$ cat src/design/sorted_refcounted_key_table_core_assert.svh
// Assertion macros for the sorted key table core.
`ifndef SORTED_REFCOUNTED_KEY_TABLE_CORE_ASSERT_SVH
`define SORTED_REFCOUNTED_KEY_TABLE_CORE_ASSERT_SVH
`ifndef SYNTHESIS
`define SRKT_ASSERT_IMP(lbl, clk, rst_n, ante, cons) \
    lbl: assert property (@(posedge clk) disable iff (!rst_n) (ante) |-> (cons)) \
        else $error("sorted key table check failed");
`define SRKT_ASSERT_NEXT(lbl, clk, rst_n, ante, cons) \
    lbl: assert property (@(posedge clk) disable iff (!rst_n) (ante) |=> (cons)) \
        else $error("sorted key table check failed");
`else
`define SRKT_ASSERT_IMP(lbl, clk, rst_n, ante, cons)
`define SRKT_ASSERT_NEXT(lbl, clk, rst_n, ante, cons)
`endif
`endif

$ cat src/design/srkt_pkg.sv
// Types and constants shared by the sorted key table core and its cells.
`timescale 1ns / 1ps
`default_nettype none

package srkt_pkg;

    localparam int TID_W    = 64;
    localparam int VER_W    = 63;
    localparam int HND_W    = 48;
    localparam int S_DATA_W = 176;
    localparam int S_USER_W = 2;
    localparam int M_DATA_W = 48;
    localparam int M_USER_W = 4;

    typedef enum logic [1:0] {
        OP_GET     = 2'd0,
        OP_ADD     = 2'd1,
        OP_RELEASE = 2'd2,
        OP_CLEAR   = 2'd3
    } t_op;

    typedef enum logic [2:0] {
        ST_OK        = 3'd0,
        ST_INVALID   = 3'd1,
        ST_FULL      = 3'd2,
        ST_EXISTS    = 3'd3,
        ST_NOT_FOUND = 3'd4,
        ST_REFS      = 3'd5,
        ST_SAT       = 3'd6
    } t_status;

    typedef enum logic [2:0] {
        M_SEARCH = 3'd0,
        M_CARRY  = 3'd1,
        M_SHIFT  = 3'd2,
        M_CLEAR  = 3'd3,
        M_DONE   = 3'd4
    } t_mode;

    typedef struct packed {
        logic    vld;
        t_op     op;
        t_mode   mode;
        t_status status;
        logic    freed;
    } t_ctl;

endpackage

`default_nettype wire

$ cat src/design/srkt_cell.sv
// One table entry of the sorted key table, with its slot of the request chain.
`timescale 1ns / 1ps
`default_nettype none

module srkt_cell import srkt_pkg::*; #(
    parameter int TABLE_DEPTH = 64,
    parameter int REF_WIDTH   = 32,
    parameter int IDX         = 0
) (
    input  wire logic                               i_clk,
    input  wire logic                               i_rst_n,
    input  wire logic [$clog2(TABLE_DEPTH+1)-1:0]   i_count,
    input  wire t_ctl                               i_ctl,
    input  wire logic [TID_W-1:0]                   i_tid,
    input  wire logic [VER_W-1:0]                   i_ver,
    input  wire logic [HND_W-1:0]                   i_hnd,
    input  wire logic [REF_WIDTH-1:0]               i_cnt,
    output t_ctl                                    o_ctl,
    output logic [TID_W-1:0]                        o_tid,
    output logic [VER_W-1:0]                        o_ver,
    output logic [HND_W-1:0]                        o_hnd,
    output logic [REF_WIDTH-1:0]                    o_cnt,
    input  wire logic [TID_W-1:0]                   i_nb_tid,
    input  wire logic [VER_W-1:0]                   i_nb_ver,
    input  wire logic [HND_W-1:0]                   i_nb_hnd,
    input  wire logic [REF_WIDTH-1:0]               i_nb_cnt,
    output logic [TID_W-1:0]                        o_e_tid,
    output logic [VER_W-1:0]                        o_e_ver,
    output logic [HND_W-1:0]                        o_e_hnd,
    output logic [REF_WIDTH-1:0]                    o_e_cnt
);

    localparam int CW = $clog2(TABLE_DEPTH + 1);

    t_ctl                 r_ctl, n_ctl;
    logic [TID_W-1:0]     r_tid, n_tid, r_e_tid, n_e_tid;
    logic [VER_W-1:0]     r_ver, n_ver, r_e_ver, n_e_ver;
    logic [HND_W-1:0]     r_hnd, n_hnd, r_e_hnd, n_e_hnd;
    logic [REF_WIDTH-1:0] r_cnt, n_cnt, r_e_cnt, n_e_cnt;
    logic                 w_valid, w_eq, w_gt;

    assign w_valid = i_count > CW'(IDX);
    assign w_eq    = w_valid && (r_e_tid == i_tid) && (r_e_ver == i_ver);
    assign w_gt    = w_valid && ((r_e_tid > i_tid) || ((r_e_tid == i_tid) && (r_e_ver > i_ver)));

    always_comb begin
        n_ctl   = i_ctl;
        n_tid   = i_tid;
        n_ver   = i_ver;
        n_hnd   = i_hnd;
        n_cnt   = i_cnt;
        n_e_tid = r_e_tid;
        n_e_ver = r_e_ver;
        n_e_hnd = r_e_hnd;
        n_e_cnt = r_e_cnt;
        if (i_ctl.vld) begin
            case (i_ctl.mode)
                M_SEARCH: begin
                    case (i_ctl.op)
                        OP_ADD: begin
                            if (w_eq) begin
                                n_ctl.status = ST_EXISTS;
                                n_ctl.mode   = M_DONE;
                            end else if (!w_valid || w_gt) begin
                                n_e_tid    = i_tid;
                                n_e_ver    = i_ver;
                                n_e_hnd    = i_hnd;
                                n_e_cnt    = REF_WIDTH'(1);
                                n_tid      = r_e_tid;
                                n_ver      = r_e_ver;
                                n_hnd      = r_e_hnd;
                                n_cnt      = r_e_cnt;
                                n_ctl.mode = w_valid ? M_CARRY : M_DONE;
                            end
                        end
                        OP_GET: begin
                            if (w_eq) begin
                                n_ctl.mode = M_DONE;
                                if (r_e_cnt == '1) begin
                                    n_ctl.status = ST_SAT;
                                end else begin
                                    n_e_cnt      = r_e_cnt + REF_WIDTH'(1);
                                    n_hnd        = r_e_hnd;
                                    n_ctl.status = ST_OK;
                                end
                            end
                        end
                        OP_RELEASE: begin
                            if (w_eq) begin
                                n_ctl.mode = M_DONE;
                                if (r_e_cnt == '0) begin
                                    n_ctl.status = ST_SAT;
                                end else if (r_e_cnt == REF_WIDTH'(1)) begin
                                    n_e_tid      = i_nb_tid;
                                    n_e_ver      = i_nb_ver;
                                    n_e_hnd      = i_nb_hnd;
                                    n_e_cnt      = i_nb_cnt;
                                    n_hnd        = r_e_hnd;
                                    n_ctl.freed  = 1'b1;
                                    n_ctl.status = ST_OK;
                                    n_ctl.mode   = M_SHIFT;
                                end else begin
                                    n_e_cnt      = r_e_cnt - REF_WIDTH'(1);
                                    n_ctl.status = ST_OK;
                                end
                            end
                        end
                        default: begin
                            n_ctl.mode = M_DONE;
                        end
                    endcase
                end
                M_CARRY: begin
                    n_e_tid = i_tid;
                    n_e_ver = i_ver;
                    n_e_hnd = i_hnd;
                    n_e_cnt = i_cnt;
                    n_tid   = r_e_tid;
                    n_ver   = r_e_ver;
                    n_hnd   = r_e_hnd;
                    n_cnt   = r_e_cnt;
                    if (!w_valid) begin
                        n_ctl.mode = M_DONE;
                    end
                end
                M_SHIFT: begin
                    n_e_tid = i_nb_tid;
                    n_e_ver = i_nb_ver;
                    n_e_hnd = i_nb_hnd;
                    n_e_cnt = i_nb_cnt;
                end
                M_CLEAR: begin
                    if (w_valid && (r_e_cnt != '0)) begin
                        n_ctl.status = ST_REFS;
                    end
                end
                default: begin
                end
            endcase
        end
    end

    always_ff @(posedge i_clk) begin
        if (!i_rst_n) begin
            r_ctl <= '0;
        end else begin
            r_ctl <= n_ctl;
        end
    end

    always_ff @(posedge i_clk) begin
        r_tid   <= n_tid;
        r_ver   <= n_ver;
        r_hnd   <= n_hnd;
        r_cnt   <= n_cnt;
        r_e_tid <= n_e_tid;
        r_e_ver <= n_e_ver;
        r_e_hnd <= n_e_hnd;
        r_e_cnt <= n_e_cnt;
    end

    assign o_ctl   = r_ctl;
    assign o_tid   = r_tid;
    assign o_ver   = r_ver;
    assign o_hnd   = r_hnd;
    assign o_cnt   = r_cnt;
    assign o_e_tid = r_e_tid;
    assign o_e_ver = r_e_ver;
    assign o_e_hnd = r_e_hnd;
    assign o_e_cnt = r_e_cnt;

endmodule

`default_nettype wire

$ cat config.mk
export PLATFORM = sky130hd
export DESIGN_NAME = srkt_cell
export DESIGN_NICKNAME = d
export VERILOG_FILES = /design/src/design/sorted_refcounted_key_table_core_assert.svh /design/src/design/srkt_pkg.sv /design/src/design/srkt_cell.sv
export SDC_FILE = /design/constraint.sdc
export NUM_CORES = 1
export LEC_CHECK = 0
export ABC_AREA = 1
export BUFFER_PORTS_ARGS = -buffer_cell sky130_fd_sc_hd__buf_2
export CORE_AREA = 4 4 333 335
export DETAILED_ROUTE_END_ITERATION = 7
export DIE_AREA = 0 0 337 339
export GPL_TIMING_DRIVEN = 0
export PLACE_DENSITY_LB_ADDON = 0.1
export SLEW_MARGIN = 20
export SYNTH_ARGS = -nofsm -noshare
export SYNTH_HDL_FRONTEND = slang
export SYNTH_SLANG_ARGS = --single-unit
$ cat constraint.sdc
create_clock -name i_clk -period 18.8 [get_ports i_clk]
set_clock_uncertainty 0.2 [all_clocks]
set_input_delay 5.64 -clock i_clk [delete_from_list [all_inputs] [get_ports i_clk]]
set_output_delay 5.64 -clock i_clk [all_outputs]
set_load 0.02 [all_outputs]
==> flow_summary.yaml <==
run_status:
  status: "finished, final reports clean"
synthesis:
  synthesis.area_mm2: 0.0307
  synth_top_cells_by_area: "nand2_1 (26%), edfxtp_1 (20%), dfxtp_1 (14%)"
  seq_area_frac_synth: 0.344
  mapped_avg_cell_area_um2: 6.28
  ys_types: 50
  synthFlopType: "dfxtp_1"
  number_of_enable_flip_flop_cells_after_synthesis: 207
  yosys.area.top_type_share: 0.262
  mappedNetlistNets: 5448
  synth_area_leader_cell: "nand2_1"
  synth-async-reset-ratio: 0
  cell_count_after_synthesis: 4884
  synth.top_cells.by_count: "nand2_1 (2137), inv_1 (378), nor2_1 (346)"
  yosysWarningCount: 0
  synth_seq_cells: 424
  post-synth-top-count-cell: "nand2_1"
sta:
  layout_min_cycle_time_ns: 9.50
  report.final.slew_viol_count: 0
  final_count_of_hold_timing_violations: 0
  timing.fmax_ghz: 0.105
  slew_headroom: 0.263
  rsz0062_at_grt: "false"
  timing.final.setup_violations: 0
  timing.final.crit_share: 0.506
  hold_ws_ns: 0.385
  tightest_slew_ns: 1.11
  totalNegativeSetupSlack_ns: 0
place:
  place_inst: 7158
  hpwlAfterDp_um: 138000
  portBuffers: 855
  routabilityCongestion: 0.973
layout:
  post_route_cells_drive_above_1_share: 0.189
  layout-area-overhead-vs-synth_pct: 26.6
  nets: 6366
  fin_cells: 7299
  finish.utilization: 0.359
setup_path:
  crit_start: "i_tid[15]"
  cp-end-kind: "register"
  timing.critical_path.arrival_ns: 9.60
  critical_path.slowest_cell: "nor3_2"
  critPathMaxFanout: 73
  cp_num_buf_inv: 8
  critPathLaunchType: "input pin"
  critPathRequiredTime_ns: 18.89
  critical_path.top_delay_family: "simple AND/OR/NAND/NOR gates"
  crit_chain: "buf_2, inv_1, ha_1, nand2_1, nor2_1, nand4_1, nor3_2, nand2_1, nor2_2, a21oi_4, nand2_2, buf_4, buf_4, inv_1, nand3_1, nand2_1, inv_1, nand4_1, inv_8, buf_16"
  crit_type: "input pin to register"
  worst_path_largest_cell_delay_ns: 0.44
  reg2reg_from: "o_e_ver[46]"
pwr:
  vdd_ir_drop_max_v: 0.0000719
  power.static_leakage_nw: 19.5
  p_per_area_mw_per_mm2: 74.0
route:
  drt_drc_violations_left: 0
  route.final.wire_length_um: 173000
  drt.antenna.violating_nets: 0
  detail_route.wl_per_cell_um: 23.7
  via_total_after_detailed_routing: 36500
  via_per_inst: 5.00
  detailedRoute.firstPassIterationCount: 6
  drt-initial-drc-count: 3112
floorplan:
  area_of_the_die_mm2: 0.114
  effective_utilization_at_floorplan: 0.284
  core_box_area_mm2: 0.108
  floorplan.die.width_um: 337
  ios: 857
  num_rows: 121
  die_height_um: 339
clock_network:
  clk_path_buf_depth: 3
  clk_root_buffer_cell: "clkbuf_16"
  clkSlewWorstSetupHoldPaths_ns: 0.06
  cts.sink_count: 424
  post-cts-setup-buffer-count: 0
  clock_insertion_delay_worst_skew_ns: 0.68
  h-tree-depth: 2
  cts_made_buffers: 56
  cts_tree: "done"
  cts_resized: 0
  cts.hold.buffers_added: 0
min_path:
  min-delay-start: "o_e_hnd[12]"
  holdCritPathClass: "register to register"
global_routing:
  antenna_found_initial: 59
  largest_net_degree_at_the_start_of_global_routing: 74
  grt_usage: 0.290
  globalRoute.totalOverflow: 0
  grt_pass1_vias: 34900
  grt_pass1_wl_um: 243000
run:
  maxCapViolCount: 0
[path summary, 6_finish.rpt]
kind / end / slack (ns) / cells after the start
max: o_e_tid[38] / 9.30 / 20
min reg2reg: o_hnd[12] / 0.39 / 4
min: o_hnd[12] / 0.39 / 4
max reg2reg: o_e_tid[38] / 13.92 / 20
[metal layers]
metal / part of all wire / up-vias / GRT usage / wire, µm
li1: - / 17500 / - / -
met1: 0.41 / 17100 / 0.360 / 70800
met2: 0.46 / 1537 / 0.474 / 80100
met3: 0.091 / 292 / 0.0832 / 15700
met4: 0.038 / 28 / 0.112 / 6570
met5: 0.0011 / - / 0 / 184
[power by group]
group | switching [mW] | total [mW] | internal, mW | leakage [nW]
combinational | 0.463 | 0.662 | 0.200 | 14.8
sequential | 0.0372 | 1.08 | 1.04 | 3.76
clock | 0.477 | 1.13 | 0.656 | 0.925
total | 0.977 | 2.87 | 1.90 | 19.5
[cell type report]
class	count	area (µm²)
Fill cell	12200	69300
Multi-Input combinational cell	3772	17200
Sequential cell	424	10600
Timing Repair Buffer	860	4400
Tap cell	1414	1770
Clock buffer	85	1640
Inverter	402	1520
Buffer	286	1370
Clock inverter	20	234
Antenna cell	36	90.1
[sequential cells by signal, summed over array words and instances, names as in the netlist]
register,flops
o_e_tid,64
o_tid,64
o_e_ver,63
o_ver,63
o_e_hnd,48
o_hnd,48
o_cnt,32
o_e_cnt,32
o_ctl,10
[stage by stage]
stage          instance area, µm²  setup slack (ns)  total power, mW
2_1_floorplan               30700              7.13             1.46
3_3_place_gp                36700              2.93             1.76
3_5_place_dp                36800              8.60             1.76
4_1_cts                     38700              9.30             2.90
5_1_grt                     38800              8.99             3.00
6_report                    38800              9.30             2.87
[cell usage in the layout, fill, tap and decap left out, types with 17 or more instances in the layout]
cell	synthesis	final
edfxtp_1	207	207
nor2_1	346	344
clkbuf_1	170	178
buf_4	22	22
ha_1	131	131
o21ai_0	342	342
dfxtp_1	217	217
nand3_1	255	255
nand2_1	2137	2137
nand4_1	34	34
inv_2	18	18
nor3_1	29	29
diode_2	0	36
clkbuf_16	0	56
xor2_1	28	28
buf_6	17	17
o211ai_1	17	17
o221ai_1	19	19
a21oi_1	146	146
inv_1	378	377
o21ai_1	214	214
buf_2	61	916
[cell families (layout without fill, tap and decap cells)]
logic type | count (synthesis) | in the layout | synth area share
compound gates | 767 | 767 | 0.132
xor+xnor | 30 | 30 | 0.00857
fa+ha+maj | 131 | 131 | 0.0535
buf+inv | 688 | 1653 | 0.0937
flops | 424 | 424 | 0.344
other cells | 0 | 36 | 0
simple gates | 2844 | 2844 | 0.368
[tightest hold or removal path, delay by kind of cell (launching register included)]
kind             cells  cell delay, ns
DFF                  1            0.36
and+or+nand+nor      4            0.21
(Power assumes the default switching activity.)
